### src/rtl/cwu_pkg.sv
// ----------------------------------------------------------------------------
// cwu_pkg
// Shared types, constants and helper functions of the clip window unit.
// ----------------------------------------------------------------------------
package cwu_pkg;

   localparam int CoordWidth = 16;
   localparam int CsrWidth   = 15;
   localparam int QuoWidth   = 17;
   localparam int EdgeCount  = 4;
   localparam int DivLat     = QuoWidth;
   localparam int BackLat    = 3;
   localparam int TotalLat   = 1 + DivLat + BackLat;

   localparam logic [CsrWidth-1:0] ScreenMaxX = 15'd1023;
   localparam logic [CsrWidth-1:0] ScreenMaxY = 15'd1023;
   localparam logic [QuoWidth-1:0] OneFix     = 17'h10000;

   typedef enum logic [2:0] {
      REQ_POINT = 3'd0,
      REQ_HLINE = 3'd1,
      REQ_VLINE = 3'd2,
      REQ_LINE  = 3'd3,
      REQ_RECT  = 3'd4
   } req_code_type;

   typedef enum logic [1:0] {
      CSR_LEFT   = 2'd0,
      CSR_TOP    = 2'd1,
      CSR_RIGHT  = 2'd2,
      CSR_BOTTOM = 2'd3
   } csr_index_type;

   typedef enum logic [1:0] {
      EDGE_NONE   = 2'd0,
      EDGE_LOWER  = 2'd1,
      EDGE_UPPER  = 2'd2,
      EDGE_REJECT = 2'd3
   } edge_kind_type;

   typedef struct packed {
      logic [CsrWidth-1:0] left;
      logic [CsrWidth-1:0] top;
      logic [CsrWidth-1:0] right;
      logic [CsrWidth-1:0] bottom;
   } window_type;

   typedef struct packed {
      logic                         is_line;
      logic                         triv_rej;
      logic                         vis;
      logic signed [CoordWidth-1:0] xa;
      logic signed [CoordWidth-1:0] ya;
      logic signed [CoordWidth-1:0] xb;
      logic signed [CoordWidth-1:0] yb;
      logic signed [CoordWidth-1:0] sxa;
      logic signed [CoordWidth-1:0] sya;
      logic signed [CoordWidth-1:0] sxb;
      logic signed [CoordWidth-1:0] syb;
      logic signed [CoordWidth-1:0] dx;
      logic signed [CoordWidth-1:0] dy;
      edge_kind_type [EdgeCount-1:0] kind;
   } item_type;

   typedef struct packed {
      logic                         vis;
      logic signed [CoordWidth-1:0] lo;
      logic signed [CoordWidth-1:0] hi;
   } span_type;

   function automatic logic signed [CoordWidth-1:0] edge_val(input logic [CsrWidth-1:0] e);
      return $signed({1'b0, e});
   endfunction

   function automatic logic in_range(input logic signed [CoordWidth-1:0] v,
                                     input logic [CsrWidth-1:0] lo_edge,
                                     input logic [CsrWidth-1:0] hi_edge);
      return (v >= edge_val(lo_edge)) && (v <= edge_val(hi_edge));
   endfunction

   function automatic span_type clip_span(input logic signed [CoordWidth-1:0] a,
                                          input logic signed [CoordWidth-1:0] b,
                                          input logic [CsrWidth-1:0] lo_edge,
                                          input logic [CsrWidth-1:0] hi_edge);
      span_type s;
      s.lo = (a > b) ? b : a;
      s.hi = (a > b) ? a : b;
      if (s.lo < edge_val(lo_edge)) begin
         s.lo = edge_val(lo_edge);
      end
      if (s.hi > edge_val(hi_edge)) begin
         s.hi = edge_val(hi_edge);
      end
      s.vis = (s.lo <= s.hi);
      return s;
   endfunction

endpackage

### src/rtl/cwu_back.sv
// ----------------------------------------------------------------------------
// cwu_back
// Parameter merge, endpoint products and final endpoint selection.
// ----------------------------------------------------------------------------
module cwu_back (
   input  logic                                          clock,
   input  logic                                          reset,
   input  logic                                          in_valid,
   input  cwu_pkg::item_type                             item,
   input  logic [cwu_pkg::EdgeCount-1:0][cwu_pkg::QuoWidth-1:0] quo,
   input  logic [cwu_pkg::EdgeCount-1:0]                 big,
   input  cwu_pkg::window_type                           win,
   output logic                                          rsp_valid,
   output logic                                          rsp_visible,
   output logic signed [cwu_pkg::CoordWidth-1:0]         rsp_xa_out,
   output logic signed [cwu_pkg::CoordWidth-1:0]         rsp_ya_out,
   output logic signed [cwu_pkg::CoordWidth-1:0]         rsp_xb_out,
   output logic signed [cwu_pkg::CoordWidth-1:0]         rsp_yb_out
);
   import cwu_pkg::*;

   logic                t1_valid_ff;
   item_type            t1_item_ff;
   logic [QuoWidth-1:0] lo_t_ff;
   logic [QuoWidth-1:0] hi_t_ff;
   logic                rej_ff;
   logic [QuoWidth-1:0] lo_t_in;
   logic [QuoWidth-1:0] hi_t_in;
   logic                rej_in;

   logic                         m_valid_ff;
   item_type                     m_item_ff;
   logic                         rej_m_ff;
   logic                         upd_lo_ff;
   logic                         upd_hi_ff;
   logic signed [CoordWidth-1:0] px_lo_ff;
   logic signed [CoordWidth-1:0] py_lo_ff;
   logic signed [CoordWidth-1:0] px_hi_ff;
   logic signed [CoordWidth-1:0] py_hi_ff;
   logic signed [2*QuoWidth-1:0] px_lo_in;
   logic signed [2*QuoWidth-1:0] py_lo_in;
   logic signed [2*QuoWidth-1:0] px_hi_in;
   logic signed [2*QuoWidth-1:0] py_hi_in;

   logic                         out_valid_ff;
   logic                         vis_ff;
   logic signed [CoordWidth-1:0] xa_ff;
   logic signed [CoordWidth-1:0] ya_ff;
   logic signed [CoordWidth-1:0] xb_ff;
   logic signed [CoordWidth-1:0] yb_ff;
   logic                         vis_in;
   logic signed [CoordWidth-1:0] xa_in;
   logic signed [CoordWidth-1:0] ya_in;
   logic signed [CoordWidth-1:0] xb_in;
   logic signed [CoordWidth-1:0] yb_in;

   always_comb begin
      lo_t_in = '0;
      hi_t_in = OneFix;
      rej_in  = item.triv_rej;
      for (int e = 0; e < EdgeCount; e++) begin
         if (!rej_in) begin
            case (item.kind[e])
               EDGE_LOWER: begin
                  if (big[e] || (quo[e] > hi_t_in)) begin
                     rej_in = 1'b1;
                  end else if (quo[e] > lo_t_in) begin
                     lo_t_in = quo[e];
                  end
               end
               EDGE_UPPER: begin
                  if (quo[e] < lo_t_in) begin
                     rej_in = 1'b1;
                  end else if (quo[e] < hi_t_in) begin
                     hi_t_in = quo[e];
                  end
               end
               EDGE_REJECT: rej_in = 1'b1;
               default: ;
            endcase
         end
      end
   end

   always_comb begin
      px_lo_in = $signed({1'b0, lo_t_ff}) * t1_item_ff.dx;
      py_lo_in = $signed({1'b0, lo_t_ff}) * t1_item_ff.dy;
      px_hi_in = $signed({1'b0, hi_t_ff}) * t1_item_ff.dx;
      py_hi_in = $signed({1'b0, hi_t_ff}) * t1_item_ff.dy;
   end

   always_comb begin
      logic signed [CoordWidth-1:0] v;
      v      = '0;
      vis_in = m_item_ff.vis;
      xa_in  = m_item_ff.sxa;
      ya_in  = m_item_ff.sya;
      xb_in  = m_item_ff.sxb;
      yb_in  = m_item_ff.syb;
      if (m_item_ff.is_line) begin
         vis_in = !rej_m_ff;
         xa_in  = m_item_ff.xa;
         ya_in  = m_item_ff.ya;
         xb_in  = m_item_ff.xb;
         yb_in  = m_item_ff.yb;
         if (!rej_m_ff) begin
            if (upd_hi_ff) begin
               v = m_item_ff.xa + px_hi_ff;
               xb_in = (v < edge_val(win.right)) ? v : edge_val(win.right);
               v = m_item_ff.ya + py_hi_ff;
               yb_in = (v < edge_val(win.bottom)) ? v : edge_val(win.bottom);
            end
            if (upd_lo_ff) begin
               v = m_item_ff.xa + px_lo_ff;
               xa_in = (v > edge_val(win.left)) ? v : edge_val(win.left);
               v = m_item_ff.ya + py_lo_ff;
               ya_in = (v > edge_val(win.top)) ? v : edge_val(win.top);
            end
         end
      end
   end

   always_ff @(posedge clock) begin
      if (reset) begin
         t1_valid_ff  <= 1'b0;
         m_valid_ff   <= 1'b0;
         out_valid_ff <= 1'b0;
      end else begin
         t1_valid_ff  <= in_valid;
         m_valid_ff   <= t1_valid_ff;
         out_valid_ff <= m_valid_ff;
      end
   end

   always_ff @(posedge clock) begin
      t1_item_ff <= item;
      lo_t_ff    <= lo_t_in;
      hi_t_ff    <= hi_t_in;
      rej_ff     <= rej_in;
      m_item_ff  <= t1_item_ff;
      rej_m_ff   <= rej_ff;
      upd_lo_ff  <= (lo_t_ff != '0);
      upd_hi_ff  <= (hi_t_ff < OneFix);
      px_lo_ff   <= px_lo_in[2*CoordWidth-1:CoordWidth];
      py_lo_ff   <= py_lo_in[2*CoordWidth-1:CoordWidth];
      px_hi_ff   <= px_hi_in[2*CoordWidth-1:CoordWidth];
      py_hi_ff   <= py_hi_in[2*CoordWidth-1:CoordWidth];
      vis_ff     <= vis_in;
      xa_ff      <= xa_in;
      ya_ff      <= ya_in;
      xb_ff      <= xb_in;
      yb_ff      <= yb_in;
   end

   assign rsp_valid   = out_valid_ff;
   assign rsp_visible = vis_ff;
   assign rsp_xa_out  = xa_ff;
   assign rsp_ya_out  = ya_ff;
   assign rsp_xb_out  = xb_ff;
   assign rsp_yb_out  = yb_ff;

   a_params_ordered: assert property (@(posedge clock) disable iff (reset)
      (t1_valid_ff && t1_item_ff.is_line && !rej_ff) |-> (lo_t_ff <= hi_t_ff))
      else $error("line parameters crossed without reject");

   a_valid_chain: assert property (@(posedge clock) disable iff (reset)
      out_valid_ff |-> $past(in_valid, BackLat))
      else $error("result without item");

endmodule

### config.mk
export PLATFORM = sky130hd
export DESIGN_NAME = cwu_back
export DESIGN_NICKNAME = d
export VERILOG_FILES = /design/src/rtl/cwu_pkg.sv /design/src/rtl/cwu_back.sv
export SDC_FILE = /design/constraint.sdc
export NUM_CORES = 2
export LEC_CHECK = 0
export ABC_AREA = 0
export BUFFER_PORTS_ARGS = -buffer_cell sky130_fd_sc_hd__buf_2
export CORE_AREA = 5 5 458 460
export DETAILED_ROUTE_END_ITERATION = 7
export DIE_AREA = 0 0 463 465
export REMOVE_ABC_BUFFERS = 1
export SLEW_MARGIN = 20
export SYNTH_ARGS = -nofsm -noshare
export SYNTH_HDL_FRONTEND = slang
export SYNTH_SLANG_ARGS = --single-unit
### constraint.sdc
create_clock -name clock -period 11.85 [get_ports clock]
set_input_delay 1.185 -clock clock [delete_from_list [all_inputs] [get_ports clock]]
set_output_delay 1.185 -clock clock [all_outputs]
set_load 0.05 [all_outputs]
==> results.md <==
* Total of hold buffers inserted after clock tree synthesis at 0
* DR DRC count at 0
* Number of endpoints failing setup at the final stage at 0
* Part of the power in registers at 25.9%
* Hold Path Origin: t1_item_ff[103]
* Count of maximum capacitance violations at 0
* Setup crit start kind: primary input
* Total GRT Usage at 14.29%
* Cells on worst reg2reg path at 21
* Final clock period utilization by the worst path at 79.75%
* CTS Buffer Depth at 3
* Die W at 463 µm
* Number of clock buffers inserted by TritonCTS at 53
* Count of input and output buffers at 371
* Delay of the slowest cell on the worst path at 0.54 ns
* Row count at 167
* Final total negative setup slack at 0 ns
* Clock slew at reported path FFs at 0.06 ns
* Startpoint of the worst setup timing path: quo[11]
* Startpoint-to-endpoint class of the critical path: primary input to flop
* Fin nets at 7726
* Post-Route Skew at 0.06563 ns
* CTS tree: done
* Core ar. at 205600 µm²
* Hold/Removal Path Class: flop to flop
* Cell area after placement at 57800 µm²
* Post-synth cell types at 76
* Most frequent cell on the critical path: a21o_1
* Master of the slowest instance on the critical path: and2_1
* Most area-hungry cell type in the Yosys netlist: fa_1
* Fraction of layout cells with a size suffix above 1 at 9.951%
* P&R area growth vs syn at 12.43%
* Most common library cell in the layout ignoring fill and taps: inv_1
* Number of synthesis warnings at 0
* Pwr dens at 121.5 nW/µm²
* Setup slack of the most critical reg-to-reg path at 4.19 ns
* Overall die area at 215300 µm²
* Switching Fraction at 42.68%
* Run status: completed
* Detailed-route via count at 39300
* Clock sink count at 462
* Commonest non-fill, non-tap cells in the layout: inv_1 (1139), fa_1 (832), nand2_1 (730)
* Number of gates given a new drive strength after cts at 0
* Number of flops mapped to enable cells by yosys at 0
* # H-tree levels at 2
* Netlist Area Pre-Place at 53010 µm²
* Number of fillers in the final layout at 21620
* Routed length per instance at 17.75 µm
* Fin. Hold Viols at 0
* Pins over their slew limit at 0
* Max-slew headroom at the worst pin at 30.17%
* Post-synth top area share at 31.42%
* Max Fanout on Critical Path at 16
* Cells after DPL at 8575
* Global-route congestion overflow total at 0
* Slew at the pin closest to its max-slew limit at 1.047 ns
* DR pass1 iterations at 5
* Filler-free cell count of the finished design at 8697
* Part of the power in combinational logic at 51.4%
* First-pass GRT wire length at 243700 µm
* Reported net switching power at 0.003091 W
* Synthesized flop and latch total at 462
* Post-synthesis average cell area at 9.330 µm²
* Clock share of power at 22.7%
* Worst hold path stage count at 0
* Top cells by area in the synthesized netlist: fa_1 (31%), dfxtp_1 (17%), ha_1 (16%), inv_1 (8.1%), nand2_1 (5.2%)
* Period minus WS final at 9.451 ns
* Number of antenna violations at the first check in global routing at 40
* Top FF cell, synth: dfxtp_1
* Cell area after layout at 59600 µm²
* Endpoint kind of the worst setup timing path: flop
* Worst-skew pair later-pin latency at 0.69 ns
* HPWL Detailed at 117900 µm
* Boundary pin count at 372
* Largest net degree at the start of global routing at 40
* Arrival time of data at the critical path endpoint at 9.95 ns
* Initial core utilization at 25.78%
* Vias per cell at 4.518
* Reg-to-reg critical path startpoint: hi_t_ff[11]
* Setup repair after global routing missed its margin: false
* Proportion of synthesized chip area in sequential cells at 17.45%
* Internal Pwr Total at 0.004152 W
* End point of the critical path: lo_t_ff[10]
* Global placer's final weighted congestion at 0.8495
* Drt initial violations at 2204
* Final ANT Viol Nets at 0
* Achievable Freq at 105.8 MHz
* Wirelength, routed at 154400 µm
* Core occupancy in the finished layout at 28.99%
* Floorplan die height at 465 µm
* Number of post-CTS setup repair buffers at 0
* Asr flop ratio synth at 0%
* Clock root buffer master: clkbuf_16
* Critical path required time at 12.35 ns
* Count of mapped cells out of synthesis at 5682
* LEAKAGE at 29.07 nW
* Endpoint of the worst register-to-register path: py_hi_ff[15]
* Max IR drop VDD at 0.0001408 V
* Via count of the first global-routing pass at 42900
==> cell usage after synthesis (32+ instances only) <==
| cell type | n |
|---|---|
| nor3_1 | 41 |
| and2_1 | 395 |
| o21ai_0 | 121 |
| nand2b_1 | 68 |
| nor2_1 | 122 |
| inv_1 | 1139 |
| nand4_1 | 34 |
| xor2_1 | 32 |
| mux2i_1 | 147 |
| a21oi_1 | 129 |
| fa_1 | 832 |
| nand2_1 | 730 |
| dfxtp_1 | 462 |
| xnor2_1 | 97 |
| a21o_1 | 82 |
| ha_1 | 662 |
| clkbuf_1 | 231 |
==> metal layers <==
metal	track usage [%]	share of wire [%]	vias to the layer above
met5	0	0.067	-
li1	-	-	18060
met3	3.148	7.4	211
met1	19.12	45	19750
met2	23.33	45	1270
met4	3.898	2.5	14
==> stage by stage <==
stage	hold WS (ns)	power, W	worst slack, ns
2_1_floorplan	0.3096	0.004450	0.04732
6_report	0.3169	0.007243	2.399
3_3_place_gp	0.3110	0.005540	1.718
3_5_place_dp	0.3121	0.005610	1.652
4_1_cts	0.3209	0.007327	2.373
5_1_grt	0.3315	0.007833	1.849
==> power groups by stage <==
stage | combinational, W | sequential, W | clock, W
2_1_floorplan | 0.00252 | 0.00193 | 0
3_3_place_gp | 0.00364 | 0.00190 | 0
3_5_place_dp | 0.00370 | 0.00191 | 0
4_1_cts | 0.00375 | 0.00187 | 0.00170
5_1_grt | 0.00418 | 0.00189 | 0.00177
6_report | 0.00373 | 0.00187 | 0.00165
==> worst max-delay path, delay by kind of cell <==
kind            cells  cell delay [ns]
mux                 3             0.86
xor+xnor            1             0.19
simple gates        7             2.70
buf+inv             4             0.88
fa+ha+maj           3             0.97
compound gates     16             3.13
==> flip-flops by register name, indices dropped and copies added (netlist names) <==
signal	flops
rsp_xa_out	16
t1_item_ff	162
hi_t_ff	17
rsp_valid	1
py_lo_ff	16
rsp_ya_out	16
lo_t_ff	17
px_hi_ff	16
rej_m_ff	1
rej_ff	1
t1_valid_ff	1
rsp_yb_out	16
m_item_ff	130
rsp_xb_out	16
upd_hi_ff	1
py_hi_ff	16
upd_lo_ff	1
m_valid_ff	1
px_lo_ff	16
rsp_visible	1
==> worst min path at each step <==
| stage | to |
|---|---|
| 6_report | m_item_ff[103] |
| 4_1_cts | m_item_ff[56] |
| 3_5_place_dp | m_item_ff[110] |
| 2_1_floorplan | m_item_ff[100] |
| 5_1_grt | m_item_ff[73] |
| 3_3_place_gp | m_item_ff[45] |
==> area by class of cell <==
cell class	instances	area, µm²	area share, %
antenna	24	60.06	0.1008
timing repair buffer	435	2337	3.921
clock buffer	66	1435	2.408
sequential	462	9280	15.57
clock inverter	32	304.0	0.5101
multi-input combinational	3831	38510	64.62
tap	2704	3383	5.676
inverter	1143	4290	7.198
==> logic make-up after synthesis <==
| group | Yosys count | share of synthesized area (%) |
|---|---|---|
| multiplexers | 165 | 3.165 |
| adder cells (fa/ha/maj) | 1494 | 47.04 |
| XOR/XNOR | 129 | 2.131 |
| flip-flops | 462 | 17.45 |
| AO/OA/AOI/OAI | 525 | 6.436 |
| buffers and inverters | 1389 | 9.957 |
| AND/OR/NAND/NOR | 1518 | 13.82 |
Note: power is estimated with default switching activity, not from simulation.
