[src/rtl/cwu_pkg.sv]
// ----------------------------------------------------------------------------
// cwu_pkg
// Shared types, constants and helper functions of the clip window unit.
// ----------------------------------------------------------------------------
package cwu_pkg;

   localparam int CoordWidth = 16;
   localparam int CsrWidth   = 15;
   localparam int QuoWidth   = 17;
   localparam int EdgeCount  = 4;
   localparam int DivLat     = QuoWidth;
   localparam int BackLat    = 3;
   localparam int TotalLat   = 1 + DivLat + BackLat;

   localparam logic [CsrWidth-1:0] ScreenMaxX = 15'd1023;
   localparam logic [CsrWidth-1:0] ScreenMaxY = 15'd1023;
   localparam logic [QuoWidth-1:0] OneFix     = 17'h10000;

   typedef enum logic [2:0] {
      REQ_POINT = 3'd0,
      REQ_HLINE = 3'd1,
      REQ_VLINE = 3'd2,
      REQ_LINE  = 3'd3,
      REQ_RECT  = 3'd4
   } req_code_type;

   typedef enum logic [1:0] {
      CSR_LEFT   = 2'd0,
      CSR_TOP    = 2'd1,
      CSR_RIGHT  = 2'd2,
      CSR_BOTTOM = 2'd3
   } csr_index_type;

   typedef enum logic [1:0] {
      EDGE_NONE   = 2'd0,
      EDGE_LOWER  = 2'd1,
      EDGE_UPPER  = 2'd2,
      EDGE_REJECT = 2'd3
   } edge_kind_type;

   typedef struct packed {
      logic [CsrWidth-1:0] left;
      logic [CsrWidth-1:0] top;
      logic [CsrWidth-1:0] right;
      logic [CsrWidth-1:0] bottom;
   } window_type;

   typedef struct packed {
      logic                         is_line;
      logic                         triv_rej;
      logic                         vis;
      logic signed [CoordWidth-1:0] xa;
      logic signed [CoordWidth-1:0] ya;
      logic signed [CoordWidth-1:0] xb;
      logic signed [CoordWidth-1:0] yb;
      logic signed [CoordWidth-1:0] sxa;
      logic signed [CoordWidth-1:0] sya;
      logic signed [CoordWidth-1:0] sxb;
      logic signed [CoordWidth-1:0] syb;
      logic signed [CoordWidth-1:0] dx;
      logic signed [CoordWidth-1:0] dy;
      edge_kind_type [EdgeCount-1:0] kind;
   } item_type;

   typedef struct packed {
      logic                         vis;
      logic signed [CoordWidth-1:0] lo;
      logic signed [CoordWidth-1:0] hi;
   } span_type;

   function automatic logic signed [CoordWidth-1:0] edge_val(input logic [CsrWidth-1:0] e);
      return $signed({1'b0, e});
   endfunction

   function automatic logic in_range(input logic signed [CoordWidth-1:0] v,
                                     input logic [CsrWidth-1:0] lo_edge,
                                     input logic [CsrWidth-1:0] hi_edge);
      return (v >= edge_val(lo_edge)) && (v <= edge_val(hi_edge));
   endfunction

   function automatic span_type clip_span(input logic signed [CoordWidth-1:0] a,
                                          input logic signed [CoordWidth-1:0] b,
                                          input logic [CsrWidth-1:0] lo_edge,
                                          input logic [CsrWidth-1:0] hi_edge);
      span_type s;
      s.lo = (a > b) ? b : a;
      s.hi = (a > b) ? a : b;
      if (s.lo < edge_val(lo_edge)) begin
         s.lo = edge_val(lo_edge);
      end
      if (s.hi > edge_val(hi_edge)) begin
         s.hi = edge_val(hi_edge);
      end
      s.vis = (s.lo <= s.hi);
      return s;
   endfunction

endpackage

[src/rtl/cwu_div_lane.sv]
// ----------------------------------------------------------------------------
// cwu_div_lane
// Pipelined restoring divider: floor(num * 2^16 / den), one quotient bit per
// stage, with a flag for quotients of 2^17 and above.
// ----------------------------------------------------------------------------
module cwu_div_lane (
   input  logic                                 clock,
   input  logic [cwu_pkg::CoordWidth-1:0]       num,
   input  logic [cwu_pkg::CoordWidth-1:0]       den,
   output logic [cwu_pkg::QuoWidth-1:0]         quo,
   output logic                                 big
);
   import cwu_pkg::*;

   logic [CoordWidth-1:0] rem_ff [DivLat];
   logic [CoordWidth-1:0] den_ff [DivLat];
   logic [QuoWidth-1:0]   quo_ff [DivLat];
   logic                  big_ff [DivLat];

   genvar i;
   generate
      for (i = 0; i < DivLat; i++) begin : g_stage
         logic [QuoWidth-1:0]   cand;
         logic [QuoWidth-1:0]   diff;
         logic [CoordWidth-1:0] den_cur;
         logic [QuoWidth-1:0]   quo_prev;
         logic                  big_cur;
         logic                  ge;
         logic [CoordWidth-1:0] rem_in;
         logic [QuoWidth-1:0]   quo_in;

         if (i == 0) begin : g_first
            assign cand     = {1'b0, num};
            assign den_cur  = den;
            assign quo_prev = '0;
            assign big_cur  = ({1'b0, num} >= {den, 1'b0});
         end else begin : g_next
            assign cand     = {rem_ff[i-1], 1'b0};
            assign den_cur  = den_ff[i-1];
            assign quo_prev = quo_ff[i-1];
            assign big_cur  = big_ff[i-1];
         end

         always_comb begin
            ge     = (cand >= {1'b0, den_cur});
            diff   = cand - {1'b0, den_cur};
            rem_in = ge ? diff[CoordWidth-1:0] : cand[CoordWidth-1:0];
            quo_in = quo_prev;
            quo_in[QuoWidth-1-i] = ge;
         end

         always_ff @(posedge clock) begin
            rem_ff[i] <= rem_in;
            den_ff[i] <= den_cur;
            quo_ff[i] <= quo_in;
            big_ff[i] <= big_cur;
         end
      end
   endgenerate

   assign quo = quo_ff[DivLat-1];
   assign big = big_ff[DivLat-1];

endmodule

[config.mk]
export PLATFORM = sky130hd
export DESIGN_NAME = cwu_div_lane
export DESIGN_NICKNAME = d
export VERILOG_FILES = /design/src/rtl/cwu_pkg.sv /design/src/rtl/cwu_div_lane.sv
export SDC_FILE = /design/constraint.sdc
export NUM_CORES = 1
export LEC_CHECK = 0
export BUFFER_PORTS_ARGS = -buffer_cell sky130_fd_sc_hd__buf_2
export CORE_MARGIN = 2
export CORE_UTILIZATION = 60
export DETAILED_ROUTE_END_ITERATION = 8
export GPL_ROUTABILITY_DRIVEN = 0
export PLACE_DENSITY = 0.73
export SLEW_MARGIN = 0
export SYNTH_ARGS = -nofsm -noshare
export SYNTH_HDL_FRONTEND = slang
export SYNTH_SLANG_ARGS = --single-unit
[constraint.sdc]
create_clock -name clock -period 7.2 [get_ports clock]
set_input_delay 0.72 -clock clock [delete_from_list [all_inputs] [get_ports clock]]
set_output_delay 0.72 -clock clock [all_outputs]
set_load 0.005 [all_outputs]
==> flow_summary.ini, run 1 <==
[status]
outcome = finished clean

[placed_design]
dp.cells = 3631
port_buffers = 50
placed_cell_area_um2 = 30900
hpwl_mm = 47.8

[setup_path]
reg2reg_to = rem_ff[0][84]$_DFF_P_
max_stage_delay_ns = 1.09
crit_type = reg -> reg
worstPathArrival_ns = 4.30
cp-start-kind = register
path_delay_family = compound AO/OA/AOI/OAI gates
r2r-start = den_ff[0][65]$_DFF_P_
reg2reg_depth = 10
path_cells = inv_1 > ha_1 > nor2b_1 > o21ai_0 > a21boi_0 > o31ai_1 > o211ai_1 > o2111a_1 > a2111oi_4 > mux2_2
end_kind = register
r2r_slack_ns = 3.39
required_ns = 7.69
crit_buf_inv = 1
crit_slowest_cell = a2111oi_4
crit_fanout = 17

[flow_run]
maxCapViolations = 0

[layout]
fill_cells = 3816
final_cells = 3753
area_growth_pct = 10.7
finalNetCount = 3373
antennaDiodeCount = 0
multi_input_area_um2 = 14800
design_area_um2 = 33100
drive_above_1_share_pct = 11.8
regArea_um2 = 13700

[die]
start_util_pct = 61.0
die_x_um = 227
rows = 81
dieArea_um2 = 51700
die_h_um = 227
ios = 51
core_area_um2 = 49100

[global_routing]
use_met1_pct = 26.8
antenna_found_initial = 0
grt_usage_pct = 24.6
grt_pass1_wl_mm = 102
grt_max_degree = 31
use_met2_pct = 45.0
grt_pass1_vias = 21100
grt_overflow_total = 0
grt_busiest_layer = met2
met3_usage_pct = 3.67

[clocking]
clk_pin_slew_ns = 0.06
post_cts_buffers = 0
numCtsBuffers = 69
ctsHoldBuffers = 0
cts_buffer_depth = 3
post_cts_resized = 0
cts_tree = yes
cts-root-buf = clkbuf_16
h-tree-depth = 3
cts_sinks = 682
clk_latency_ns = 0.61

[synth]
synth_fa_ha_area_share_pct = 13.0
syn_area_per_cell_um2 = 10.1
synth_top_family_by_area = compound AO/OA/AOI/OAI gates
synth-compound-area-share_pct = 13.7
ys_types = 76
synth_edf_count = 0
netlist_area_um2 = 29900
yosys_warnings = 0
synth_flop_cell = dfxtp_1
synth_seq_cells = 682
synth.most_common_cell = dfxtp_1
synth_nets = 3284
synth_seq_area_share_pct = 45.6
yosys.area_share.simple_pct = 10.3
synthXorXnorAreaFrac_pct = 4.92
synthMuxAreaShare_pct = 7.64
synth_async_sr_flop_share_pct = 0
yosys-top-cells-area = dfxtp_1 (46%), ha_1 (12%), mux2_2 (6.1%)
yosys.area.top_type = dfxtp_1
netlist.area_leader.share_pct = 45.6
synthCells = 2949
synthTopCellsByCount = dfxtp_1 (682), inv_1 (341), ha_1 (286)

[hold_path]
min_to = den_ff[0][4]$_DFF_P_
hold_path.class = in -> reg
worstHoldStart = den[4]
hold_depth = 1

[pwr]
finalPower_mw = 17.0
pwr-share-comb_pct = 45.5
intPower_mw = 10.9
leakage_nw = 15.3
switchingPower_mw = 6.13
clkPwrFrac_pct = 20.7
ir_worst_vdd_mv = 0.235
switching_share_pct = 36.1
power.density_nw_per_um2 = 513
seq_power_share_pct = 33.8

[sta]
rsz0062_at_grt = false
tightest_slew_ns = 1.24
drv_slew = 0
fin_hold_ws_ns = 0.225
setup_viol = 0
fin_crit_sh_pct = 52.9
fmax_mhz = 263
fin_crit_ns = 3.81
clock_skew_ns = 0.0185
maxSlewHeadroom_pct = 17.5
setup_tns_ns = 0
final-hold-violation-count = 0

[drt]
detail_route.wl_per_cell_um = 16.7
antenna_left = 0
vias = 21000
firstDrtPassIters = 8
wl_mm = 62.8
viasPerCell = 5.60
drcViolationCount = 0
drt_iter0_drc = 1079
[layout by cell type, fill, tap and decap left out, types with 27 or more instances in the layout]
cell	synthesis	routed
a211oi_1	29	29
xnor2_1	126	126
nor3_1	54	54
clkbuf_16	0	69
nand2_1	135	135
inv_1	341	341
nor2_1	136	136
nand2b_1	36	36
xor2_1	42	42
dfxtp_1	682	682
o21ai_0	99	99
buf_2	14	50
ha_1	286	286
nor2b_1	48	48
a21o_1	61	61
nand4_1	34	34
o21a_1	40	40
a21oi_1	146	146
mux2_2	161	161
o211ai_1	27	27
nand3_1	54	54
[kinds of logic (layout without fill, tap and decap cells)]
| family | after synthesis | in the layout |
|---|---|---|
| compound gates | 601 | 601 |
| xor+xnor | 168 | 168 |
| fa+ha+maj | 302 | 302 |
| buf+inv | 378 | 518 |
| flops | 682 | 682 |
| mux | 204 | 204 |
| simple gates | 614 | 614 |
[registers in the layout, indices dropped and copies added (netlist names)]
signal / count
den_ff: 256
quo_ff: 153
rem_ff: 256
big_ff: 17
[power by group through the flow]
| stage | Clock, mW | Combinational [mW] | Sequential, mW |
|---|---|---|---|
| final | 3.51 | 7.72 | 5.75 |
| after global routing | 3.74 | 8.53 | 5.84 |
| after CTS | 3.59 | 7.67 | 5.76 |
| after detailed placement | 0 | 7.58 | 5.82 |
| after global placement | 0 | 7.31 | 5.79 |
| after floorplan | 0 | 6.21 | 5.51 |
[worst register-to-register path, cell delays in order (launching register included)]
cell,delay (ns)
dfxtp_1,0.36
inv_1,0.06
ha_1,0.29
nor2b_1,0.13
o21ai_0,0.21
a21boi_0,0.19
o31ai_1,0.35
o211ai_1,0.24
o2111a_1,0.33
a2111oi_4,1.09
mux2_2,0.44
[final cells by class]
| type | count | share of cell area [%] |
|---|---|---|
| clock buffers | 98 | 6.06 |
| clock inverters | 24 | 0.748 |
| inverters | 342 | 3.88 |
| multi-input cells | 1889 | 44.7 |
| flip-flops and latches | 682 | 41.2 |
| well taps | 664 | 2.51 |
| repair buffers | 54 | 0.846 |
[per-layer routing]
metal,vias up,routed length [µm],share of wire [%]
met5,-,0,0
met4,0,3570,5.7
met3,216,2070,3.3
met2,496,31600,50
met1,9817,25600,41
li1,10500,-,-
[how the worst max path moves through the flow]
stage / start / endpoint / slack [ns] / cells after the start
5_1_grt: den_ff[0][65]$_DFF_P_ / rem_ff[0][84]$_DFF_P_ / 3.17 / 10
6_report: den_ff[0][65]$_DFF_P_ / rem_ff[0][84]$_DFF_P_ / 3.39 / 10
3_5_place_dp: num[0] / rem_ff[0][5]$_DFF_P_ / 3.21 / 12
3_3_place_gp: num[0] / rem_ff[0][4]$_DFF_P_ / 3.27 / 12
4_1_cts: den_ff[0][65]$_DFF_P_ / rem_ff[0][84]$_DFF_P_ / 3.45 / 10
2_1_floorplan: num[0] / rem_ff[0][10]$_DFF_P_ / 3.87 / 13
[per-stage QoR]
stage,util (%),setup WS [ns]
CTS,67.5,3.45
finish,67.5,3.39
global route,67.5,3.17
detailed placement,62.9,3.21
global placement,62.9,3.27
floorplan,-,3.87
No activity file was read; power rests on OpenSTA's default activity.
==> run 2, diff against run 1 <==
==> constraint.sdc (replaced) <==
create_clock -name clock -period 3.55 [get_ports clock]
set_input_delay 0.355 -clock clock [delete_from_list [all_inputs] [get_ports clock]]
set_output_delay 0.355 -clock clock [all_outputs]
set_load 0.005 [all_outputs]
==> flow_summary.ini, run 2 (same netlist as run 1, synthesis figures left out) <==
[layout]
layout_common_cells = dfxtp_1 (682), inv_1 (341), ha_1 (286)
fill_cells = 3743
drive_above_1_share_pct = 12.3
postLayoutCoreUtil_pct = 68.4
final_common_cell = dfxtp_1
reg_top3 = den_ff (256), rem_ff (256), quo_ff (153)
design_area_um2 = 33500
area_growth_pct = 12.1
finalNetCount = 3403
final_cells = 3786
antennaDiodeCount = 0

[drt]
drcViolationCount = 0
vias = 21300
antenna_left = 0
drt_iter0_drc = 1219
viasPerCell = 5.62
firstDrtPassIters = 8
wl_mm = 64.2
detail_route.wl_per_cell_um = 16.9

[clocking]
clk_pin_slew_ns = 0.06
cts_sinks = 682
cts_buffer_depth = 3
cts-root-buf = clkbuf_16
clk_latency_ns = 0.61
cts_tree = yes
numCtsBuffers = 70
h-tree-depth = 3

[pwr]
intPower_mw = 22.5
power.density_nw_per_um2 = 1050
leakage_nw = 15.5
switchingPower_mw = 12.7
ir_worst_vdd_mv = 0.469
switching_share_pct = 36.0
clkPwrFrac_pct = 21.6
seq_power_share_pct = 33.4
pwr-share-comb_pct = 45.1
finalPower_mw = 35.2

[die]
dieArea_um2 = 51700
core_area_um2 = 49100
die_h_um = 227
ios = 51
die_x_um = 227
start_util_pct = 61.0
rows = 81

[global_routing]
grt_max_degree = 31
grt_overflow_total = 0
grt_pass1_vias = 21600
grt_usage_pct = 25.3
antenna_found_initial = 0
grt_pass1_wl_mm = 105

[status]
outcome = finished clean

[sta]
fin_crit_ns = 3.31
final-hold-violation-count = 0
fin_ws_ns = 0.239
setup_viol = 0
clock_skew_ns = 0.0229
setup_tns_ns = 0
fin_crit_sh_pct = 93.3
fmax_mhz = 302
tightest_slew_ns = 0.883
maxSlewHeadroom_pct = 41.1
fin_hold_ws_ns = 0.0307
drv_slew = 0
rsz0062_at_grt = false

[setup_path]
worstPathArrival_ns = 3.79
path_cells = inv_1 > ha_1 > nor2b_1 > o21ai_0 > a21boi_0 > o21ai_0 > a211oi_1 > o31a_1 > inv_1 > o31ai_1
end_kind = register
crit_type = reg -> reg
crit_fanout = 9
max_stage_delay_ns = 0.62
required_ns = 4.02
cp-start-kind = register
crit_slowest_cell = a211oi_1

[placed_design]
dp.cells = 3644
placed_cell_area_um2 = 31000
dp_slack_ns = 0.301
port_buffers = 50
hpwl_mm = 48.1

[flow_run]
maxCapViolations = 0

[hold_path]
hold_path.class = in -> reg
run 2: changes by cell type in the layout (fill, tap and decap cells not counted), sizes merged:
cell         delta
clkinv          +5
dlygate4sd3    +16
bufinv          +5
buf            +13
inv             -1
clkbuf          -5
run 2: power groups by stage:
stage / clock (mW) / combinational (mW) / sequential [mW]
floorplan: 0 / 12.6 / 11.2
global placement: 0 / 14.9 / 11.9
detailed placement: 0 / 15.4 / 11.9
CTS: 7.73 / 15.7 / 11.8
global route: 8.03 / 17.6 / 11.9
finish: 7.58 / 15.8 / 11.7
run 2: worst max-delay path: cells and delay by family, from the launching register on:
family                   cells  cell delay (ns)
AO/OA/AOI/OAI                6             2.04
adder cells (fa/ha/maj)      1             0.31
buffers and inverters        2             0.31
flip-flops                   1             0.39
AND/OR/NAND/NOR              1             0.12
run 2: final timing paths:
check	depth (start not counted)	to	slack (ns)	startpoint
setup reg to reg	10	rem_ff[0][215]$_DFF_P_	0.24	den_ff[0][193]$_DFF_P_
setup / recovery	10	rem_ff[0][215]$_DFF_P_	0.24	den_ff[0][193]$_DFF_P_
hold / removal	2	rem_ff[0][6]$_DFF_P_	0.03	num[6]
hold reg to reg	0	quo_ff[12][6]$_DFF_P_	0.32	quo_ff[11][6]$_DFF_P_
run 2: timing repair:
action,in CTS,in global routing
gates resized for setup,0,1
hold buffers,16,0
endpoints found under the setup margin,0,14
hold endpoints to repair,17,0
buffers inserted,0,0
run 2: area by class of cell:
class                      instances  area [µm²]  area share, %
inverter                         342        1280           3.83
tap                              664         831           2.48
sequential                       682       13700           40.7
timing repair buffer              83         551           1.64
clock buffer                      93        1970           5.87
multi-input combinational       1889       14800           44.2
clock inverter                    33         444           1.32
run 2: routing by layer:
metal,up-vias,GRT usage [%],routed length (µm)
met5,-,0,0
met2,595,46.4,32400
met4,0,12.5,3100
met1,9952,28.2,25900
li1,10500,-,-
met3,220,4.31,2820
