File: config.mk
export PLATFORM = sky130hd
export DESIGN_NAME = cwu_front
export DESIGN_NICKNAME = d
export VERILOG_FILES = /design/src/rtl/cwu_pkg.sv /design/src/rtl/cwu_front.sv
export SDC_FILE = /design/constraint.sdc
export NUM_CORES = 1
export LEC_CHECK = 0
export ABC_AREA = 1
export BUFFER_PORTS_ARGS = -buffer_cell sky130_fd_sc_hd__clkbuf_2
export CORE_MARGIN = 1
export CORE_UTILIZATION = 30
export DETAILED_ROUTE_END_ITERATION = 16
export GPL_ROUTABILITY_DRIVEN = 0
export PLACE_DENSITY_LB_ADDON = 0.25
export SLEW_MARGIN = 20
export SYNTH_ARGS = -nofsm -noshare
export SYNTH_HDL_FRONTEND = slang
export SYNTH_SLANG_ARGS = --single-unit
File: constraint.sdc
create_clock -name clock -period 7.7 [get_ports clock]
set_input_delay 0.77 -clock clock [delete_from_list [all_inputs] [get_ports clock]]
set_output_delay 0.77 -clock clock [all_outputs]
set_load 0.01 [all_outputs]
File: src/rtl/cwu_pkg.sv
// ----------------------------------------------------------------------------
// cwu_pkg
// Shared types, constants and helper functions of the clip window unit.
// ----------------------------------------------------------------------------
package cwu_pkg;

   localparam int CoordWidth = 16;
   localparam int CsrWidth   = 15;
   localparam int QuoWidth   = 17;
   localparam int EdgeCount  = 4;
   localparam int DivLat     = QuoWidth;
   localparam int BackLat    = 3;
   localparam int TotalLat   = 1 + DivLat + BackLat;

   localparam logic [CsrWidth-1:0] ScreenMaxX = 15'd1023;
   localparam logic [CsrWidth-1:0] ScreenMaxY = 15'd1023;
   localparam logic [QuoWidth-1:0] OneFix     = 17'h10000;

   typedef enum logic [2:0] {
      REQ_POINT = 3'd0,
      REQ_HLINE = 3'd1,
      REQ_VLINE = 3'd2,
      REQ_LINE  = 3'd3,
      REQ_RECT  = 3'd4
   } req_code_type;

   typedef enum logic [1:0] {
      CSR_LEFT   = 2'd0,
      CSR_TOP    = 2'd1,
      CSR_RIGHT  = 2'd2,
      CSR_BOTTOM = 2'd3
   } csr_index_type;

   typedef enum logic [1:0] {
      EDGE_NONE   = 2'd0,
      EDGE_LOWER  = 2'd1,
      EDGE_UPPER  = 2'd2,
      EDGE_REJECT = 2'd3
   } edge_kind_type;

   typedef struct packed {
      logic [CsrWidth-1:0] left;
      logic [CsrWidth-1:0] top;
      logic [CsrWidth-1:0] right;
      logic [CsrWidth-1:0] bottom;
   } window_type;

   typedef struct packed {
      logic                         is_line;
      logic                         triv_rej;
      logic                         vis;
      logic signed [CoordWidth-1:0] xa;
      logic signed [CoordWidth-1:0] ya;
      logic signed [CoordWidth-1:0] xb;
      logic signed [CoordWidth-1:0] yb;
      logic signed [CoordWidth-1:0] sxa;
      logic signed [CoordWidth-1:0] sya;
      logic signed [CoordWidth-1:0] sxb;
      logic signed [CoordWidth-1:0] syb;
      logic signed [CoordWidth-1:0] dx;
      logic signed [CoordWidth-1:0] dy;
      edge_kind_type [EdgeCount-1:0] kind;
   } item_type;

   typedef struct packed {
      logic                         vis;
      logic signed [CoordWidth-1:0] lo;
      logic signed [CoordWidth-1:0] hi;
   } span_type;

   function automatic logic signed [CoordWidth-1:0] edge_val(input logic [CsrWidth-1:0] e);
      return $signed({1'b0, e});
   endfunction

   function automatic logic in_range(input logic signed [CoordWidth-1:0] v,
                                     input logic [CsrWidth-1:0] lo_edge,
                                     input logic [CsrWidth-1:0] hi_edge);
      return (v >= edge_val(lo_edge)) && (v <= edge_val(hi_edge));
   endfunction

   function automatic span_type clip_span(input logic signed [CoordWidth-1:0] a,
                                          input logic signed [CoordWidth-1:0] b,
                                          input logic [CsrWidth-1:0] lo_edge,
                                          input logic [CsrWidth-1:0] hi_edge);
      span_type s;
      s.lo = (a > b) ? b : a;
      s.hi = (a > b) ? a : b;
      if (s.lo < edge_val(lo_edge)) begin
         s.lo = edge_val(lo_edge);
      end
      if (s.hi > edge_val(hi_edge)) begin
         s.hi = edge_val(hi_edge);
      end
      s.vis = (s.lo <= s.hi);
      return s;
   endfunction

endpackage

File: src/rtl/cwu_front.sv
// ----------------------------------------------------------------------------
// cwu_front
// Entry stage: simple primitive clipping, trivial reject, line deltas and
// edge classification with divider operands.
// ----------------------------------------------------------------------------
module cwu_front (
   input  logic                                          clock,
   input  logic                                          reset,
   input  logic                                          in_valid,
   input  logic [2:0]                                    req_type,
   input  logic signed [cwu_pkg::CoordWidth-1:0]         xa,
   input  logic signed [cwu_pkg::CoordWidth-1:0]         ya,
   input  logic signed [cwu_pkg::CoordWidth-1:0]         xb,
   input  logic signed [cwu_pkg::CoordWidth-1:0]         yb,
   input  cwu_pkg::window_type                           win,
   output logic                                          valid_ff,
   output cwu_pkg::item_type                             item_ff,
   output logic [cwu_pkg::EdgeCount-1:0][cwu_pkg::CoordWidth-1:0] num_ff,
   output logic [cwu_pkg::EdgeCount-1:0][cwu_pkg::CoordWidth-1:0] den_ff
);
   import cwu_pkg::*;

   item_type item_in;
   logic [EdgeCount-1:0][CoordWidth-1:0] num_in;
   logic [EdgeCount-1:0][CoordWidth-1:0] den_in;
   logic upper_ok;

   always_comb begin
      logic signed [CoordWidth-1:0] p [EdgeCount];
      logic signed [CoordWidth-1:0] q [EdgeCount];
      logic [CoordWidth-1:0] pm;
      logic [CoordWidth-1:0] qm;
      span_type sx;
      span_type sy;

      item_in = '0;
      item_in.xa  = xa;
      item_in.ya  = ya;
      item_in.xb  = xb;
      item_in.yb  = yb;
      item_in.sxa = xa;
      item_in.sya = ya;
      item_in.sxb = xb;
      item_in.syb = yb;
      item_in.dx  = xb - xa;
      item_in.dy  = yb - ya;
      item_in.is_line = (req_type == REQ_LINE);
      item_in.triv_rej = ((xa < edge_val(win.left))   && (xb < edge_val(win.left)))  ||
                         ((xa > edge_val(win.right))  && (xb > edge_val(win.right))) ||
                         ((ya < edge_val(win.top))    && (yb < edge_val(win.top)))   ||
                         ((ya > edge_val(win.bottom)) && (yb > edge_val(win.bottom)));

      sx = clip_span(xa, xb, win.left, win.right);
      sy = clip_span(ya, yb, win.top, win.bottom);

      case (req_type)
         REQ_POINT: begin
            item_in.vis = in_range(xa, win.left, win.right) &&
                          in_range(ya, win.top, win.bottom);
         end
         REQ_HLINE: begin
            if (in_range(ya, win.top, win.bottom)) begin
               item_in.vis = sx.vis;
               item_in.sxa = sx.lo;
               item_in.sxb = sx.hi;
            end
         end
         REQ_VLINE: begin
            if (in_range(xa, win.left, win.right)) begin
               item_in.vis = sy.vis;
               item_in.sya = sy.lo;
               item_in.syb = sy.hi;
            end
         end
         REQ_RECT: begin
            item_in.vis = sx.vis && sy.vis;
            item_in.sxa = sx.lo;
            item_in.sxb = sx.hi;
            item_in.sya = sy.lo;
            item_in.syb = sy.hi;
         end
         default: begin
            item_in.vis = 1'b0;
         end
      endcase

      p[0] = -item_in.dx;
      q[0] = xa - edge_val(win.left);
      p[1] = item_in.dx;
      q[1] = edge_val(win.right) - xa;
      p[2] = -item_in.dy;
      q[2] = ya - edge_val(win.top);
      p[3] = item_in.dy;
      q[3] = edge_val(win.bottom) - ya;

      for (int e = 0; e < EdgeCount; e++) begin
         pm = p[e][CoordWidth-1] ? -p[e] : p[e];
         qm = q[e][CoordWidth-1] ? -q[e] : q[e];
         num_in[e] = qm;
         den_in[e] = pm;
         if (p[e] < 0) begin
            if ((q[e] < 0) && !((qm == 16'h8000) && (pm == 16'd1))) begin
               item_in.kind[e] = EDGE_LOWER;
            end else begin
               item_in.kind[e] = EDGE_NONE;
            end
         end else if (p[e] > 0) begin
            if (q[e] < 0) begin
               item_in.kind[e] = EDGE_REJECT;
            end else if (q[e] < p[e]) begin
               item_in.kind[e] = EDGE_UPPER;
            end else begin
               item_in.kind[e] = EDGE_NONE;
            end
         end else begin
            item_in.kind[e] = (q[e] < 0) ? EDGE_REJECT : EDGE_NONE;
         end
      end
   end

   always_ff @(posedge clock) begin
      if (reset) begin
         valid_ff <= 1'b0;
      end else begin
         valid_ff <= in_valid;
      end
   end

   always_ff @(posedge clock) begin
      item_ff <= item_in;
      num_ff  <= num_in;
      den_ff  <= den_in;
   end

   always_comb begin
      upper_ok = 1'b1;
      for (int e = 0; e < EdgeCount; e++) begin
         if ((item_ff.kind[e] == EDGE_UPPER) && (num_ff[e] >= den_ff[e])) begin
            upper_ok = 1'b0;
         end
      end
   end

   a_upper_below_one: assert property (@(posedge clock) disable iff (reset)
      valid_ff |-> upper_ok)
      else $error("upper edge ratio not below one");

endmodule

==> results of run 1 <==
## power breakdown
part	total, uW	internal (uW)	switching [uW]
Clock	1680	1000	681
Combinational	2830	936	1900
Sequential	1900	1810	90.1
## synthesized netlist by cell type (13+ instances only)
cell,count,share of area [%]
nand4_1,52,1.4
o21bai_1,13,0.42
a21oi_1,201,4.4
or2_2,13,0.35
ha_1,310,17
inv_1,506,8.3
nand3_2,19,0.83
o21ai_0,232,5.1
clkbuf_1,22,0.36
buf_2,23,0.50
nor2_1,235,3.8
o21ai_1,32,0.70
o211ai_1,24,0.78
dfxtp_1,296,26
nand2_2,59,1.6
xnor2_1,13,0.50
nand2_1,877,14
xor2_1,52,2.0
nor3_1,42,0.91
nand3_1,201,4.4
nor2_2,14,0.38
## state kept, by name, indices dropped and copies added (netlist names)
name,cells
valid_ff,1
num_ff,64
den_ff,62
item_ff,169
## cells by family (layout without fill, tap and decap cells)
kind of cell / count (synthesis) / count (layout) / share of synthesized area (%)
fa+ha+maj: 316 / 316 / 17.4
simple gates: 1573 / 1573 / 30.2
compound gates: 580 / 580 / 14.0
other cells: 0 / 3 / 0
flops: 296 / 296 / 25.8
buf+inv: 587 / 1042 / 9.84
xor+xnor: 68 / 68 / 2.74
## critical path, delay by kind of cell
kind                     cells  cell delay (ps)
adder cells (fa/ha/maj)      4             1670
buffers and inverters        6             1240
AO/OA/AOI/OAI               11             1920
AND/OR/NAND/NOR             10             1500
## per-layer routing
layer	GRT usage [%]	routed length (um)
met1	28.4	38400
met2	41.7	45400
met3	2.76	5870
met4	7.78	2910
met5	0	0
## placed cells by master, fill, tap and decap left out, drive strengths merged, types with 43 or more instances in the layout
| master | instances |
|---|---|
| xor2 | 55 |
| clkbuf | 479 |
| nor3 | 43 |
| nand4 | 52 |
| nor2 | 255 |
| a21oi | 205 |
| inv | 523 |
| nand3 | 221 |
| ha | 310 |
| dfxtp | 296 |
| nand2 | 946 |
| o21ai | 268 |
## layout make-up
type,instances,area share (%)
well taps,978,4.46
inverters,530,7.27
clock inverters,11,0.548
repair buffers,451,8.48
diodes,3,0.0274
clock buffers,50,3.62
flip-flops and latches,296,21.6
multi-input cells,2537,54.0
## through the flow
| step | cell area [um2] | total power, uW | cells | setup slack, ps |
|---|---|---|---|---|
| 6_report | 27400 | 6420 | 4856 | 1020 |
| 5_1_grt | 27400 | 6890 | 4853 | 302 |
| 4_1_cts | 27400 | 6470 | 4853 | 1110 |
| 3_5_place_dp | 26300 | 4750 | 4792 | 536 |
| 3_3_place_gp | 26300 | 4750 | 4792 | 559 |
| 2_1_floorplan | 23000 | 3730 | 3420 | 2240 |
## how the worst max path moves through the flow
stage	from	to	slack (ps)
2_1_floorplan	xb[0]	item_ff[168]$_DFF_P_	2240
3_3_place_gp	ya[15]	item_ff[168]$_DFF_P_	560
3_5_place_dp	ya[15]	item_ff[168]$_DFF_P_	540
4_1_cts	ya[15]	item_ff[168]$_DFF_P_	1110
5_1_grt	ya[15]	item_ff[168]$_DFF_P_	300
6_report	ya[15]	item_ff[168]$_DFF_P_	1020
==> run metrics, run 1 <==
run status complete, no violations; period utilization 86.8%; CTS H-tree lvls 2; Fin Hold WS 342 ps; DIE HEIGHT 279 um; Crit Path Class input port to flop; routed len/inst 19.1 um; final hold viol count 0; GRT Util Overall 23.2%; clk sink count 296; drt drc 0; die area 77700 um2; multi-input combinational cell area 14800 um2; Worst Max-Slew Pin Slew 1020 ps; Synth Warn # 0; # IOs 430; mean number of vias per cell 4.93; total gr overflow 0; Area Growth Syn to Fin 19.3%; first drt pass iteration count 8; TNS Setup 0 ps; Iter 0 DRT Violations 1873; distinct cell type count after synthesis 61; Worst slew margin 31.0%; WHS Path Cells 1; Pwr Density 234 nW/um2; Final min period 6680 ps; synthesized area 23000 um2; first-pass GRT wire length 137000 um; EDFF count, synth 0; Total Wirelength 92500 um; Port Buffers 429; Seq cells post-synth 296; Pleak 0.0148 uW; PostCTS Resize Cnt 0; TritonCTS Buffers 35; Final Util 36.2%; RSZ-0062 raised after global routing false; largest net degree at the start of global routing 36; crit path DAT 7120 ps; CP max-delay cell ha_1; Worst setup SP type input port; hold endpoint item_ff[120]$_DFF_P_; Die X-Extent 279 um; Synth Flop Type dfxtp_1; required time worst endpoint 8140 ps; Clock Path Buffers 3; most frequent CP cell nand2_1; # nets final 4297; Max VDD drop 0.000183 V; Via Count 23900; Mapped Cells 3420; Post-CTS Setup Bufs 0; max incr delay on CP 530 ps; Post-CTS Hold Fix Bufs 0; fin. max-slew vios 0; syn_area_per_cell 6.72 um2; antenna viol nets, final 0; HP Start xb[0]; initial antenna violation count 3; dpl hpwl 76400 um; layout cells sized above 1 16.8%; share of the yosys chip area belonging to registers 25.8%; HP Class input port to flop; initial core utilization 30.3%; Synth async-reset ratio 0%; Root Driver clkbuf_16; MaxCap Viol Count 0; crit end category flop; FF/Latch Area 5930 um2; Final Setup Violations 0; Max Fanout on Critical Path 30; Max Fclk 0.150 GHz; CTS tree yes; number of global-route vias before repair 22700; num rows 101; Layout fillers 8200; core area 75800 um2; clock-pin slew on the worst setup and hold paths 70 ps; syn_nets 3866
No activity file was read; power rests on OpenSTA's default activity.
==> run 2, diff against run 1 <==
CELL_PAD_IN_SITES_DETAIL_PLACEMENT = 0   (was default)
CELL_PAD_IN_SITES_GLOBAL_PLACEMENT = 1   (was default)
CORE_UTILIZATION = 35   (was 30)
==> run metrics, run 2 (same netlist as run 1, synthesis figures left out) <==
Worst Max-Slew Pin Slew 903 ps (-120 ps); first-pass GRT wire length 133000 um (-2.4%); crit end category flop; Clock Path Buffers 3 (unchanged); commonest cells after routing, fill and taps aside nand2_1 (877), inv_1 (506), clkbuf_2 (429), ha_1 (310), dfxtp_1 (296); num rows 93 (-7.9%); Via Count 23500 (-1.7%); DIE HEIGHT 258 um (-7.4%); largest net degree at the start of global routing 60 (+67%); sw frac 41.6% (about the same); MaxCap Viol Count 0 (unchanged); TritonCTS Buffers 34 (-2.9%); TNS Setup 0 ps (unchanged); die area 66700 um2 (-14%); Final min period 6710 ps (+28.8 ps); Total Wirelength 88800 um (-4.0%); Post-DP Area 26100 um2 (-0.59%); Worst setup SP type input port; Final Cell Area 27200 um2 (-0.72%); antenna viol nets, final 0 (unchanged); core area 64700 um2 (-15%); Pleak 0.0148 uW (-0.11%); clock-pin slew on the worst setup and hold paths 60 ps (about the same); drt drc 0 (unchanged); dpl hpwl 73900 um (-3.2%); Top reg by flops item_ff; Root Driver clkbuf_16; CP max-delay cell nand2_1; CTS tree yes; crit path DAT 7150 ps (+30 ps); routed len/inst 18.8 um (-1.5%); layout cells sized above 1 16.9% (+0.086 points); RSZ-0062 raised after global routing false; most common cell after layout, fill and taps aside nand2_1; total gr overflow 0 (unchanged); Worst slew margin 39.1% (+8.1 points); Max VDD drop 0.000143 V (-22%); HP Class input port to flop; PostCTS Resize Cnt 0 (unchanged); GRT Util Overall 26.1% (+2.9 points); Area Growth Syn to Fin 18.4%; clock power share 25.3% (-0.9 points); Post-CTS Setup Bufs 0 (unchanged); Comb pwr share 44.7% (+0.5 points); Final Setup Violations 0 (unchanged); biggest regs item_ff (169), num_ff (64), den_ff (62); Reg power frac 30.0% (+0.4 points); # IOs 430 (unchanged); Port Buffers 429 (unchanged); Layout fillers 6972 (-15%); # nets final 4296 (-0.023%); CTS H-tree lvls 2 (unchanged); fin. max-slew vios 0 (unchanged); max FFs per register 169 (unchanged); most frequent CP cell nand2_1; final hold viol count 0 (unchanged); Max Fanout on Critical Path 29 (-3.3%); required time worst endpoint 8140 ps (about the same); first drt pass iteration count 7 (-1); Die X-Extent 258 um (-7.4%); max incr delay on CP 510 ps (-20 ps); run status complete, no violations; initial antenna violation count 2 (-1); clk sink count 296 (unchanged); Post-CTS Hold Fix Bufs 0 (unchanged); Max Fclk 0.149 GHz (-0.43%); Pint 3690 uW (-1.6%); mean number of vias per cell 4.98 (+0.93%); multi-input combinational cell area 14800 um2 (unchanged); Crit Path Class input port to flop; FF/Latch Area 5930 um2 (unchanged); P_sw 2620 uW (-1.7%); Iter 0 DRT Violations 1381 (-26%); number of global-route vias before repair 22800 (+0.55%); Pwr Density 232 nW/um2 (-0.92%); period utilization 87.2% (+0.37 points); initial core utilization 35.5% (+5.2 points)
## run 2: cell count changes in the layout (fill, tap and decap cells not counted)
cell        change
bufinv_16       -2
clkbuf_1        -5
clkbuf_8        +1
clkinv_2        +2
clkinv_4        +2
clkinvlp_4      +1
diode_2         -2
inv_6           -1
## run 2: area by class of cell
| class | count | area share, % |
|---|---|---|
| Clock buffer | 46 | 3.63 |
| Sequential cell | 296 | 21.8 |
| Multi-Input combinational cell | 2537 | 54.4 |
| Tap cell | 855 | 3.93 |
| Clock inverter | 13 | 0.428 |
| Inverter | 530 | 7.32 |
| Antenna cell | 1 | 0.00920 |
| Timing Repair Buffer | 451 | 8.54 |
## run 2: worst max-delay path: cells and delay by family
kind                     cells  cell delay, ps
AND/OR/NAND/NOR             18            2880
AO/OA/AOI/OAI                9            1410
adder cells (fa/ha/maj)      4            1100
buffers and inverters        5             970
## run 2: per-stage QoR
| stage | worst slack (ps) | hold WS (ps) | power [uW] | instances | util, % |
|---|---|---|---|---|---|
| 3_3_place_gp | 584 | 910 | 4740 | 4669 | 40.4 |
| 5_1_grt | 420 | 350 | 6790 | 4728 | 42.1 |
| 6_report | 989 | 354 | 6310 | 4729 | 42.1 |
| 4_1_cts | 1110 | 326 | 6370 | 4728 | 42.1 |
| 3_5_place_dp | 493 | 909 | 4740 | 4669 | 40.4 |
| 2_1_floorplan | 2240 | 798 | 3730 | 3420 | - |
## run 2: final timing paths
kind,end,cells past startpoint,from,slack (ps)
setup / recovery,item_ff[168]$_DFF_P_,36,xb[0],990
hold / removal,item_ff[120]$_DFF_P_,1,xb[0],350
## run 2: metal layers
layer | share of wire [%] | wire (um) | global-route usage [%]
met1 | 42 | 37600 | 31.4
met2 | 49 | 43400 | 47.0
met3 | 5.1 | 4490 | 3.13
met4 | 3.7 | 3310 | 10.2
met5 | 0.015 | 13 | 0
## run 2: power by group through the flow
stage               registers, uW  clock network [uW]  logic, uW
finish                       1900                1600       2820
global route                 1920                1700       3170
CTS                          1900                1640       2830
detailed placement           1930                   0       2810
global placement             1930                   0       2810
floorplan                    2060                   0       1680
